==> src/rtl/u8sd_pkg.sv <==
// ----------------------------------------------------------------------------
// u8sd_pkg
// Types, constants and lead byte helpers for the six-byte UTF-8 decoder.
// ----------------------------------------------------------------------------
package u8sd_pkg;

   localparam int unsigned BYTE_W   = 8;
   localparam int unsigned CP_W     = 31;
   localparam int unsigned CNT_W    = 3;
   localparam int unsigned MAX_RES  = 6;
   localparam int unsigned PEND_MAX = 5;

   localparam logic [7:0] ASCII_MAX  = 8'h7F;
   localparam logic [7:0] MASK_LEN2  = 8'hE0;
   localparam logic [7:0] TAG_LEN2   = 8'hC0;
   localparam logic [7:0] MASK_LEN3  = 8'hF0;
   localparam logic [7:0] TAG_LEN3   = 8'hE0;
   localparam logic [7:0] MASK_LEN4  = 8'hF8;
   localparam logic [7:0] TAG_LEN4   = 8'hF0;
   localparam logic [7:0] MASK_LEN5  = 8'hFC;
   localparam logic [7:0] TAG_LEN5   = 8'hF8;
   localparam logic [7:0] MASK_LEN6  = 8'hFE;
   localparam logic [7:0] TAG_LEN6   = 8'hFC;
   localparam logic [7:0] MASK_CONT  = 8'hC0;
   localparam logic [7:0] TAG_CONT   = 8'h80;
   localparam logic [5:0] PAYLOAD6   = 6'h3F;

   localparam logic [2:0] LEN_LATCH  = 3'd5;

   // One queued unit of output work: either one completed codepoint, or a run
   // of raw one-byte results taken from bytes[0..n-1].
   typedef struct packed {
      logic [MAX_RES-1:0][BYTE_W-1:0] bytes;
      logic [CNT_W-1:0]               n;
      logic                           is_cp;
      logic [CP_W-1:0]                cp;
      logic [CNT_W-1:0]               cnt;
   } job_type;

   function automatic logic [2:0] lead_len(input logic [7:0] b);
      logic [2:0] len;
      len = 3'd1;
      if ((b & MASK_LEN2) == TAG_LEN2) begin
         len = 3'd2;
      end else if ((b & MASK_LEN3) == TAG_LEN3) begin
         len = 3'd3;
      end else if ((b & MASK_LEN4) == TAG_LEN4) begin
         len = 3'd4;
      end else if ((b & MASK_LEN5) == TAG_LEN5) begin
         len = 3'd5;
      end else if ((b & MASK_LEN6) == TAG_LEN6) begin
         len = 3'd6;
      end
      return len;
   endfunction

   // Payload bits of a lead byte: ASCII_MAX >> len.
   function automatic logic [7:0] lead_bits(input logic [7:0] b, input logic [2:0] len);
      return b & (ASCII_MAX >> len);
   endfunction

endpackage

==> src/rtl/u8sd_if.sv <==
// ----------------------------------------------------------------------------
// u8sd channel interfaces
// Valid/ready channels for the byte input and the codepoint output.
// ----------------------------------------------------------------------------
interface u8sd_req_if;
   logic       valid;
   logic       ready;
   logic [7:0] byte_req;
   logic       end_of_text;

   modport source (output valid, output byte_req, output end_of_text, input ready);
   modport sink   (input valid, input byte_req, input end_of_text, output ready);
endinterface

interface u8sd_rsp_if;
   logic        valid;
   logic        ready;
   logic [30:0] codepoint;
   logic [2:0]  span;
   logic        last_of_run;

   modport source (output valid, output codepoint, output span,
                   output last_of_run, input ready);
   modport sink   (input valid, input codepoint, input span,
                   input last_of_run, output ready);
endinterface

==> src/rtl/u8sd_front.sv <==
// ----------------------------------------------------------------------------
// u8sd_front
// Accepts bytes, tracks the pending sequence and builds output jobs.
// ----------------------------------------------------------------------------
module u8sd_front (
   input  logic                 clock,
   input  logic                 reset,
   u8sd_req_if.sink             req,
   input  logic                 csr_write_en,
   input  logic                 csr_write_data,
   input  logic                 q_ready,
   output logic                 q_push,
   output u8sd_pkg::job_type    q_job
);

   logic [2:0]  pc_ff, pc_in;
   logic [2:0]  el_ff, el_in;
   logic [30:0] part_ff, part_in;
   logic        latched_ff, latched_in;
   logic        check_ff;
   logic [7:0]  pb_ff [u8sd_pkg::PEND_MAX];

   logic        accept;
   logic [7:0]  b;
   logic        eot;
   logic        chk;
   logic [2:0]  len;
   logic        start;
   logic        is_cont;
   logic        fresh;
   logic [2:0]  pc_inc;
   logic        complete;
   logic        append_b;
   logic [2:0]  keep_n;
   logic [2:0]  n;
   logic [30:0] part_ext;
   logic        wr_first;
   logic        wr_ext;

   assign accept   = req.valid && req.ready;
   assign req.ready = q_ready;
   assign b        = req.byte_req;
   assign eot      = req.end_of_text;
   assign chk      = check_ff | latched_ff;
   assign len      = u8sd_pkg::lead_len(b);
   assign start    = (len >= 3'd2);
   assign is_cont  = ((b & u8sd_pkg::MASK_CONT) == u8sd_pkg::TAG_CONT);
   assign fresh    = (pc_ff == 3'd0) || (chk && !is_cont);
   assign pc_inc   = pc_ff + 3'd1;
   assign complete = !fresh && (pc_inc >= el_ff);
   assign part_ext = {part_ff[24:0], b[5:0] & u8sd_pkg::PAYLOAD6};

   // held bytes go out first, then the current byte when it ends up raw
   assign append_b = fresh ? (!start || eot) : (!complete && eot);
   assign keep_n   = (fresh || (eot && !complete)) ? pc_ff : 3'd0;
   assign n        = complete ? 3'd1 : (keep_n + {2'b00, append_b});

   always_comb begin
      q_job.n     = n;
      q_job.is_cp = complete;
      q_job.cp    = part_ext;
      q_job.cnt   = el_ff;
      for (int i = 0; i < int'(u8sd_pkg::PEND_MAX); i++) begin
         q_job.bytes[i] = (3'(i) < pc_ff) ? pb_ff[i] : b;
      end
      q_job.bytes[u8sd_pkg::MAX_RES-1] = b;
   end

   assign q_push = accept && (complete || (n != 3'd0));

   assign wr_first = accept && fresh && start && !eot;
   assign wr_ext   = accept && !fresh && !complete && !eot;

   always_comb begin
      pc_in      = pc_ff;
      el_in      = el_ff;
      part_in    = part_ff;
      latched_in = latched_ff;
      if (accept) begin
         if (fresh) begin
            if (start && (len == u8sd_pkg::LEN_LATCH)) begin
               latched_in = 1'b1;
            end
            if (start && !eot) begin
               pc_in   = 3'd1;
               el_in   = len;
               part_in = {23'd0, u8sd_pkg::lead_bits(b, len)};
            end else begin
               pc_in   = 3'd0;
               el_in   = 3'd0;
               part_in = '0;
            end
         end else if (complete || eot) begin
            pc_in   = 3'd0;
            el_in   = 3'd0;
            part_in = '0;
         end else begin
            pc_in   = pc_inc;
            part_in = part_ext;
         end
      end
   end

   always_ff @(posedge clock) begin
      if (reset) begin
         pc_ff      <= 3'd0;
         el_ff      <= 3'd0;
         part_ff    <= '0;
         latched_ff <= 1'b0;
         check_ff   <= 1'b0;
      end else begin
         pc_ff      <= pc_in;
         el_ff      <= el_in;
         part_ff    <= part_in;
         latched_ff <= latched_in;
         if (csr_write_en) begin
            check_ff <= csr_write_data;
         end
      end
   end

   for (genvar g = 0; g < int'(u8sd_pkg::PEND_MAX); g++) begin : g_pend
      always_ff @(posedge clock) begin
         if ((wr_first && (g == 0)) || (wr_ext && (pc_ff == 3'(g)))) begin
            pb_ff[g] <= b;
         end
      end
   end

endmodule

==> src/rtl/u8sd_queue.sv <==
// ----------------------------------------------------------------------------
// u8sd_queue
// Small job FIFO between the front and back ends.
// ----------------------------------------------------------------------------
module u8sd_queue #(
   parameter int unsigned DEPTH = 4
) (
   input  logic              clock,
   input  logic              reset,
   input  logic              push,
   input  u8sd_pkg::job_type push_job,
   output logic              in_ready,
   input  logic              pop,
   output logic              out_valid,
   output u8sd_pkg::job_type head_job
);

   localparam int unsigned PTR_W = (DEPTH > 1) ? $clog2(DEPTH) : 1;
   localparam int unsigned CNT_W = $clog2(DEPTH + 1);

   u8sd_pkg::job_type  job_ff [DEPTH];
   logic [PTR_W-1:0]   wr_ff, wr_in;
   logic [PTR_W-1:0]   rd_ff, rd_in;
   logic [CNT_W-1:0]   cnt_ff, cnt_in;
   logic               do_push;
   logic               do_pop;

   assign in_ready  = (cnt_ff != CNT_W'(DEPTH));
   assign out_valid = (cnt_ff != '0);
   assign head_job  = job_ff[rd_ff];
   assign do_push   = push && in_ready;
   assign do_pop    = pop && out_valid;

   always_comb begin
      wr_in  = wr_ff;
      rd_in  = rd_ff;
      cnt_in = cnt_ff;
      if (do_push) begin
         wr_in = (wr_ff == PTR_W'(DEPTH - 1)) ? '0 : wr_ff + 1'b1;
      end
      if (do_pop) begin
         rd_in = (rd_ff == PTR_W'(DEPTH - 1)) ? '0 : rd_ff + 1'b1;
      end
      if (do_push && !do_pop) begin
         cnt_in = cnt_ff + 1'b1;
      end else if (do_pop && !do_push) begin
         cnt_in = cnt_ff - 1'b1;
      end
   end

   always_ff @(posedge clock) begin
      if (reset) begin
         wr_ff  <= '0;
         rd_ff  <= '0;
         cnt_ff <= '0;
      end else begin
         wr_ff  <= wr_in;
         rd_ff  <= rd_in;
         cnt_ff <= cnt_in;
      end
   end

   always_ff @(posedge clock) begin
      if (do_push) begin
         job_ff[wr_ff] <= push_job;
      end
   end

endmodule

==> src/rtl/u8sd_back.sv <==
// ----------------------------------------------------------------------------
// u8sd_back
// Walks the head job into the output register, one result per cycle unless rsp is stalled.
// ----------------------------------------------------------------------------
module u8sd_back (
   input  logic              clock,
   input  logic              reset,
   input  logic              q_valid,
   input  u8sd_pkg::job_type q_job,
   output logic              q_pop,
   u8sd_rsp_if.source        rsp
);

   logic [2:0]  idx_ff, idx_in;
   logic        valid_ff;
   logic [30:0] cp_ff, cp_in;
   logic [2:0]  cnt_ff, cnt_in;
   logic        last_ff, last_in;
   logic        load;
   logic        take;
   logic        last_entry;

   assign load       = !valid_ff || rsp.ready;
   assign take       = load && q_valid;
   assign last_entry = q_job.is_cp || (idx_ff == (q_job.n - 3'd1));
   assign q_pop      = take && last_entry;

   always_comb begin
      idx_in = idx_ff;
      if (q_pop) begin
         idx_in = 3'd0;
      end else if (take) begin
         idx_in = idx_ff + 3'd1;
      end
      if (q_job.is_cp) begin
         cp_in  = q_job.cp;
         cnt_in = q_job.cnt;
      end else begin
         cp_in  = {23'd0, q_job.bytes[idx_ff]};
         cnt_in = 3'd1;
      end
      last_in = last_entry;
   end

   always_ff @(posedge clock) begin
      if (reset) begin
         idx_ff   <= 3'd0;
         valid_ff <= 1'b0;
      end else begin
         idx_ff <= idx_in;
         if (load) begin
            valid_ff <= q_valid;
         end
      end
   end

   always_ff @(posedge clock) begin
      if (take) begin
         cp_ff   <= cp_in;
         cnt_ff  <= cnt_in;
         last_ff <= last_in;
      end
   end

   assign rsp.valid       = valid_ff;
   assign rsp.codepoint   = cp_ff;
   assign rsp.span        = cnt_ff;
   assign rsp.last_of_run = last_ff;

endmodule

==> src/rtl/utf8_stream_decoder_top.sv <==
// ----------------------------------------------------------------------------
// utf8_stream_decoder_top
// Streaming decoder for six-byte UTF-8, one byte in per cycle while the job queue has room.
//
//   channel  | dir | payload                               | handshake
//   req_ch   | in  | byte_req[7:0], end_of_text            | valid/ready
//   rsp_ch   | out | codepoint[30:0], span[2:0], last      | valid/ready
//   csr_*    | in  | csr_write_data (check_continuations)  | write enable
//
// Bytes are accepted every cycle while the job queue has room; the front end
// updates the sequence state in the accept cycle. Each beat yields 0 to 6
// results, drained by the back end at one per cycle while rsp_ch is not
// stalled, and later bytes keep queueing meanwhile. A byte's first result is
// registered in the job queue and then in the output register. Reset is
// synchronous and clears the sequence state, the queue and the output register.
// ----------------------------------------------------------------------------
module utf8_stream_decoder_top #(
   parameter int unsigned QUEUE_DEPTH = 4
) (
   input  logic        clock,
   input  logic        reset,
   u8sd_req_if.sink    req_ch,
   u8sd_rsp_if.source  rsp_ch,
   input  logic        csr_write_en,
   input  logic        csr_write_data
);

   logic              q_push;
   logic              q_ready;
   logic              q_pop;
   logic              q_valid;
   u8sd_pkg::job_type push_job;
   u8sd_pkg::job_type head_job;

   u8sd_front u_front (
      .clock          (clock),
      .reset          (reset),
      .req            (req_ch),
      .csr_write_en   (csr_write_en),
      .csr_write_data (csr_write_data),
      .q_ready        (q_ready),
      .q_push         (q_push),
      .q_job          (push_job)
   );

   u8sd_queue #(
      .DEPTH (QUEUE_DEPTH)
   ) u_queue (
      .clock     (clock),
      .reset     (reset),
      .push      (q_push),
      .push_job  (push_job),
      .in_ready  (q_ready),
      .pop       (q_pop),
      .out_valid (q_valid),
      .head_job  (head_job)
   );

   u8sd_back u_back (
      .clock   (clock),
      .reset   (reset),
      .q_valid (q_valid),
      .q_job   (head_job),
      .q_pop   (q_pop),
      .rsp     (rsp_ch)
   );

endmodule

==> src/flat_wrapper.sv <==
// flat-port wrapper written by rule: the top's interface ports become plain ports
module utf8_stream_decoder_top_flat 
#(
   parameter int unsigned QUEUE_DEPTH = 4
)
  (clock, reset, csr_write_en, csr_write_data, req_ch_valid, req_ch_byte_req, req_ch_end_of_text, req_ch_ready, rsp_ch_valid, rsp_ch_codepoint, rsp_ch_span, rsp_ch_last_of_run, rsp_ch_ready);
  u8sd_req_if req_ch_i ();
  u8sd_rsp_if rsp_ch_i ();
  input  logic clock;
  input  logic reset;
  input  logic csr_write_en;
  input  logic csr_write_data;
  input wire logic [$bits(req_ch_i.valid)-1:0] req_ch_valid;
  input wire logic [$bits(req_ch_i.byte_req)-1:0] req_ch_byte_req;
  input wire logic [$bits(req_ch_i.end_of_text)-1:0] req_ch_end_of_text;
  output wire logic [$bits(req_ch_i.ready)-1:0] req_ch_ready;
  output wire logic [$bits(rsp_ch_i.valid)-1:0] rsp_ch_valid;
  output wire logic [$bits(rsp_ch_i.codepoint)-1:0] rsp_ch_codepoint;
  output wire logic [$bits(rsp_ch_i.span)-1:0] rsp_ch_span;
  output wire logic [$bits(rsp_ch_i.last_of_run)-1:0] rsp_ch_last_of_run;
  input wire logic [$bits(rsp_ch_i.ready)-1:0] rsp_ch_ready;
  assign req_ch_i.valid = req_ch_valid;
  assign req_ch_i.byte_req = req_ch_byte_req;
  assign req_ch_i.end_of_text = req_ch_end_of_text;
  assign req_ch_ready = req_ch_i.ready;
  assign rsp_ch_valid = rsp_ch_i.valid;
  assign rsp_ch_codepoint = rsp_ch_i.codepoint;
  assign rsp_ch_span = rsp_ch_i.span;
  assign rsp_ch_last_of_run = rsp_ch_i.last_of_run;
  assign rsp_ch_i.ready = rsp_ch_ready;
  utf8_stream_decoder_top #(.QUEUE_DEPTH(QUEUE_DEPTH)) u_core (.clock(clock), .reset(reset), .req_ch(req_ch_i), .rsp_ch(rsp_ch_i), .csr_write_en(csr_write_en), .csr_write_data(csr_write_data));
endmodule
==> config.mk <==
export PLATFORM = sky130hd
export DESIGN_NAME = utf8_stream_decoder_top_flat
export DESIGN_NICKNAME = d
export VERILOG_FILES = /design/src/rtl/u8sd_pkg.sv /design/src/rtl/u8sd_if.sv /design/src/rtl/u8sd_front.sv /design/src/rtl/u8sd_queue.sv /design/src/rtl/u8sd_back.sv /design/src/rtl/utf8_stream_decoder_top.sv /design/src/flat_wrapper.sv
export SDC_FILE = /design/constraint.sdc
export NUM_CORES = 1
export LEC_CHECK = 0
export BUFFER_PORTS_ARGS = -buffer_cell sky130_fd_sc_hd__clkbuf_2
export CAP_MARGIN = 20
export CORE_MARGIN = 5
export CORE_UTILIZATION = 55
export CTS_CLUSTER_SIZE = 20
export DETAILED_ROUTE_END_ITERATION = 16
export PLACE_DENSITY = 0.79
export SETUP_SLACK_MARGIN = 0.02
export SLEW_MARGIN = 10
export SYNTH_ARGS = -nofsm -noshare
export SYNTH_HDL_FRONTEND = slang
export SYNTH_SLANG_ARGS = --single-unit
==> constraint.sdc <==
create_clock -name clock -period 11.4 [get_ports clock]
set_input_delay 2.28 -clock clock [delete_from_list [all_inputs] [get_ports clock]]
set_output_delay 2.28 -clock clock [all_outputs]
set_load 0.02 [all_outputs]
# Word-level counts from Yosys, hierarchy flattened
# Memory sizes are Yosys's and may differ from the RTL's. A register that Yosys moved wholly into a read port is not among the register bits.
# Cells that the tools add are included.
# totals
reg_bits,79
in_bits,15
ram_bits,384
mem_bits_ro,0
n_memories,2
output_inout_bits,37
latchBits,0
wordCells,157
# mem_list
name,words,word_bits,rd,rd_ports_with_merged_regs,write_ports,line,source
u_core.u_queue.job_ff,4,86,1,1,1,u8sd_queue.sv:21,u8sd_pkg::job_type job_ff [DEPTH];
u_core.u_front.pb_ff,5,8,5,0,1,u8sd_front.sv:21,logic [7:0] pb_ff [u8sd_pkg::PEND_MAX];
# classes
n_mux,55
order_cmp,8
n_eq_ne,15
add_sub_neg,8
div_mod_pow,0
shift,1
mul,0
n_reduce_logical,52
bitwise_logic,2
# ops
op,count
2-to-1 mux 8 bit,12
2-to-1 mux 3 bit,18
2-to-1 mux 25 bit,2
OR reduction 8 bit,4
binary-select mux 8 bit (select 3 bit),1
logical AND 1 bit,24
2-to-1 mux 1 bit,18
adder 3 x 1 -> 3 bit (second input constant),3
== test 3 bit (second input constant),3
bitwise AND 8 bit,1
logical NOT 1 bit,8
logical OR 1 bit,8
2-to-1 mux 2 bit,4
right shift 7 x 3 -> 8 bit (first input constant),1
== test 7 bit (second input constant),1
== test 2 bit (second input constant),3
== test 3 x 2 -> 1 bit (second input constant),2
== test 6 bit (second input constant),1
less-than comparator 1 x 3 -> 1 bit (first input constant),2
less-than comparator 2 x 3 -> 1 bit (first input constant),2
nonzero test 3 bit,2
subtractor 3 x 1 -> 3 bit (second input constant),2
== test 5 bit (second input constant),1
adder 2 x 1 -> 2 bit (second input constant),2
other kinds (15),16

# Logic depth before layout (Yosys ltp)
# logic_depth
depth_word,20
mapped_depth,19
mapped_depth_nobuf,18

# Cells and area by module
# Synthesis repeated with hierarchy kept, for this count alone.
# unflattened
cells_unflattened,987
area_unflattened_um2,18471.5
# by_module_without_submodules
mod,cells_per_inst,n_inst,area_per_inst_um2
u8sd_queue,498,1,12876.1
u8sd_front,327,1,3601.0
u8sd_back,162,1,1994.4

# Least setup slack after synthesis
# OpenSTA, ideal clock, no wires.
# synth_path
path_kind,in2reg
startpoint,input req_ch_byte_req[2]
endpoint,memory u_core.u_queue.job_ff[3][0] (netlist bit) (enable)
setup_time_ps,447
setup_slack_ps,5313
stages,10
arrival_time_ps,5640
cell_sequence,clkbuf_1 > nand4_1 > nand3_1 > nand2_1 > a21oi_1 > ha_1 > ha_1 > a21boi_0 > or4_1 > and3_1
# synth_between
elab_chain_len,18
elab_cells_between_ends,19
classes_between,add/sub (1); order compare (1); eq/ne (2); mux (9); reduce/logical (6)
# synth_lines
item,line,source
from (decl),flat_wrapper.sv:14,input wire logic [$bits(req_ch_i.byte_req)-1:0] req_ch_byte_req;
== test 7 bit,u8sd_pkg.sv:51,end else if ((b & MASK_LEN6) == TAG_LEN6) begin
2-to-1 mux 3 bit,u8sd_pkg.sv:51,
2-to-1 mux 3 bit (*),u8sd_pkg.sv:49,end else if ((b & MASK_LEN5) == TAG_LEN5) begin
2-to-1 mux 3 bit (*),u8sd_pkg.sv:47,end else if ((b & MASK_LEN4) == TAG_LEN4) begin
2-to-1 mux 3 bit (*),u8sd_pkg.sv:45,end else if ((b & MASK_LEN3) == TAG_LEN3) begin
2-to-1 mux 3 bit (*),u8sd_pkg.sv:43,if ((b & MASK_LEN2) == TAG_LEN2) begin
greater-or-equal comparator 3 x 2 -> 1 bit (*),u8sd_front.sv:46,assign start = (len >= 3'd2);
logical NOT 1 bit (*),u8sd_front.sv:54,assign append_b = fresh ? (!start || eot) : (!complete && eot);
[2 not listed],--,
adder 3 x 1 -> 3 bit (*),u8sd_front.sv:56,"assign n = complete ? 3'd1 : (keep_n + {2'b00, append_b});"
2-to-1 mux 3 bit (*),u8sd_front.sv:56,
nonzero test 3 bit (*),u8sd_front.sv:69,assign q_push = accept && (complete || (n != 3'd0));
logical OR 1 bit (*),u8sd_front.sv:69,
logical AND 1 bit (*),u8sd_front.sv:69,
logical AND 1 bit (*),u8sd_queue.sv:31,assign do_push = push && in_ready;
2-to-1 mux 1 bit (*),u8sd_queue.sv:64,if (do_push) begin
2-to-1 mux 1 bit (not written as such) (*),u8sd_queue.sv:65,job_ff[wr_ff] <= push_job;
to (decl),u8sd_queue.sv:21,
# Mark *: on every way between the ends. The rest lies on a longest branch, timed or not.

==> impl_metrics.json <==
{
  "io-pin-count": 52,
  "clock_latency_ns": 0.53,
  "post-route-min-period_ns": 5.531,
  "die_x_microns": 186.6,
  "cts_buffers": 43,
  "synth_fp_nets": 940,
  "ys_types": 50,
  "grt_max_degree": 62,
  "tns_ns": 0,
  "register_area_sq_um": 12790,
  "grt_antenna_before_repair": 1,
  "ys_async_sr_fraction": 0,
  "avgRoutedWirePerCell_microns": 24.21,
  "via_count": 8476,
  "final_common_cell": "edfxtp_1",
  "rsz0062_at_grt": "false",
  "crit_top_cell": "ha_1",
  "row_count": 64,
  "worstPathCellList": "clkbuf_2 -> nor2b_1 -> o21ai_0 -> nor2_1 -> a21oi_1 -> ha_1 -> ha_1 -> and3b_1 -> or4_1 -> and3_4 -> buf_4",
  "cts_tree": "yes",
  "grt_pass1_wl_microns": 52360,
  "layout_common_cells": "edfxtp_1, mux4_2, clkbuf_2, nor2_1, dfxtp_1",
  "start_util": 0.5594,
  "fin_util": 0.6227,
  "layout.nets": 1002,
  "ys.warnings.count": 0,
  "relSlewSlack": 0.2766,
  "yosysTopAreaCellShare": 0.6913,
  "overflow": 0,
  "hold_path.class": "reg -> reg",
  "final.setup_skew_ns": 0.01594,
  "seq_area_frac_synth": 0.7450,
  "max_cap_violations": 0,
  "power_leakage_nw": 6.324,
  "route.detailed.drc": 0,
  "post-cts-setup-buffer-count": 0,
  "arrival_ns": 5.68,
  "clkSinkCount": 441,
  "synth_top_cells_by_area": "edfxtp_1, mux4_2, dfxtp_1",
  "powerDensity_nw_per_um2": 228.7,
  "port_buffers": 51,
  "start_kind": "primary input",
  "hpwlAfterDp_microns": 19800,
  "syn-cell-area_sq_um": 17160,
  "viasPerCell": 6.063,
  "crit_required_ns": 11.54,
  "max_freq_mhz": 180.8,
  "ant_nets": 0,
  "track_usage": 0.1935,
  "n_antenna_cell": 0,
  "drt_wl_total_microns": 33850,
  "ctsResizeCount": 0,
  "crit_fanout": 53,
  "clk_pin_slew_ns": 0.06,
  "ys_ff_latch": 441,
  "path_class": "in -> reg",
  "drive_gt1_frac": 0.2575,
  "die_h_microns": 186.6,
  "drt_iter0_drc": 928,
  "gp_congestion": 0.8747,
  "worst-path-buf-inv": 2,
  "area_delta_synth_final_pct": 11.30,
  "worstMarginPinSlew_ns": 1.081,
  "setup_viol": 0,
  "cp-end-kind": "register",
  "multi_input_area_sq_um": 4116,
  "crit_path_max_incr_delay_ns": 0.74,
  "cts_max_level": 2,
  "core-area_sq_um": 30670,
  "period_share": 0.4852,
  "cts_hold_buffers": 0,
  "synth_area_leader_cell": "edfxtp_1",
  "synth-edff-count": 395,
  "cts_max_path_buffers": 3,
  "syn_avg_cell_area_sq_um": 18.90,
  "firstDrtPassIters": 7,
  "hold_viol_final": 0,
  "grt_pass1_vias": 8658,
  "worst_path_dominant_cell_family": "simple AND/OR/NAND/NOR gates",
  "fillers": 2058,
  "outcome": "complete, no violations",
  "finalPower_w": 0.004368,
  "final_max_slew_viol_count": 0,
  "cts_root_buf": "clkbuf_16",
  "synthCells": 908,
  "fp.dieArea_sq_um": 34830,
  "ir_drop_uv": 118.8,
  "slowest_stage": "buf_4",
  "synth_ff_type": "edfxtp_1"
}
[metrics by stage]
step | cells | setup WS, ns | instance area [sq um] | hold slack (ns)
2_1_floorplan | 908 | 5.313 | 17160 | 0.4413
3_3_place_gp | 1321 | 5.465 | 17840 | 0.4612
3_5_place_dp | 1321 | 5.357 | 17840 | 0.4757
4_1_cts | 1398 | 5.908 | 19100 | 0.4968
5_1_grt | 1398 | 5.582 | 19100 | 0.5224
6_report | 1398 | 5.869 | 19100 | 0.4924
[layer usage]
metal / vias to the layer above / share of wire / GRT usage
li1: 3726 / - / -
met1: 4328 / 0.40 / 0.2758
met2: 365 / 0.50 / 0.3164
met3: 55 / 0.077 / 0.03232
met4: 2 / 0.023 / 0.05157
met5: - / 0.00038 / 0
[where the power goes]
group	switching (W)	total, W	internal (W)
registers	0.000103	0.00210	0.00200
clock network	0.000556	0.00128	0.000725
logic	0.000553	0.000985	0.000433
[cell type report]
type	instances	area share
Sequential cell	441	0.6697
Clock inverter	19	0.006159
Multi-Input combinational cell	398	0.2156
Clock buffer	58	0.05982
Timing Repair Buffer	64	0.01848
Inverter	22	0.004324
Tap cell	396	0.02595
[logic make-up after synthesis]
group	after synthesis	synth area share
muxes	136	0.1445
xor gates and xnor gates	7	0.003573
DFF	441	0.7450
buffers and inverters	69	0.01714
AOI/OAI and AO/OA	90	0.03427
adders and majority gates	17	0.01283
and+or+nand+nor	148	0.04273
[flip-flops by register name, indices dropped and copies added, names as in the netlist, 2 cells and up, named ones only]
| register | count |
|---|---|
| u_core.u_queue.cnt_ff | 3 |
| u_core.u_queue.rd_ff | 2 |
| u_core.u_queue.wr_ff | 2 |
| u_core.u_front.el_ff | 3 |
| u_core.u_front.part_ff | 25 |
| u_core.u_back.rsp.codepoint | 31 |
| u_core.u_queue.job_ff | 320 |
| u_core.u_front.pb_ff | 40 |
| u_core.u_back.idx_ff | 3 |
| u_core.u_front.pc_ff | 3 |
| u_core.u_back.rsp.span | 3 |
[Yosys cell counts (3+ instances only)]
cell type and number:
edfxtp_1 395, mux4_2 85, dfxtp_1 46, nor2_1 45
mux2_2 43, clkbuf_1 32, nand2_1 32, a22oi_1 29
and2_1 28, o21ai_0 23, inv_1 22, a21oi_1 19
ha_1 16, mux2i_1 8, nor3_1 8, buf_2 7
and3_1 6, buf_4 5, nand3_1 5, nand2b_1 4
nor2b_1 4, xnor2_1 4, xor2_1 3
[path summary, 6_finish.rpt]
kind | from | end | slack (ns) | cells after the start
worst max-delay path | req_ch_byte_req[7] | u_core.u_queue.job_ff[1][78]$_DFFE_PP_ | 5.87 | 11
worst min register to register | u_core.u_queue.rd_ff[0]$_SDFFE_PP0P_ | register | 0.49 | 2
worst max register to register | u_core.u_front.pc_ff[2]$_SDFFE_PP0P_ | u_core.u_queue.job_ff[1][78]$_DFFE_PP_ | 6.46 | 12
worst min-delay path | u_core.u_queue.rd_ff[0]$_SDFFE_PP0P_ | register | 0.49 | 2
[worst register-to-register path, cell delays in order (launching register included)]
cell      delay [ns]
dfxtp_1         0.92
xor2_1          0.17
ha_1            0.35
a21o_1          0.16
a31oi_1         0.36
nor2_1          0.21
a21oi_1         0.18
ha_1            0.17
ha_1            0.15
a21boi_0        0.30
or4_1           0.27
and3_4          0.51
buf_4           0.76
Note: power is estimated with default switching activity, not from simulation.
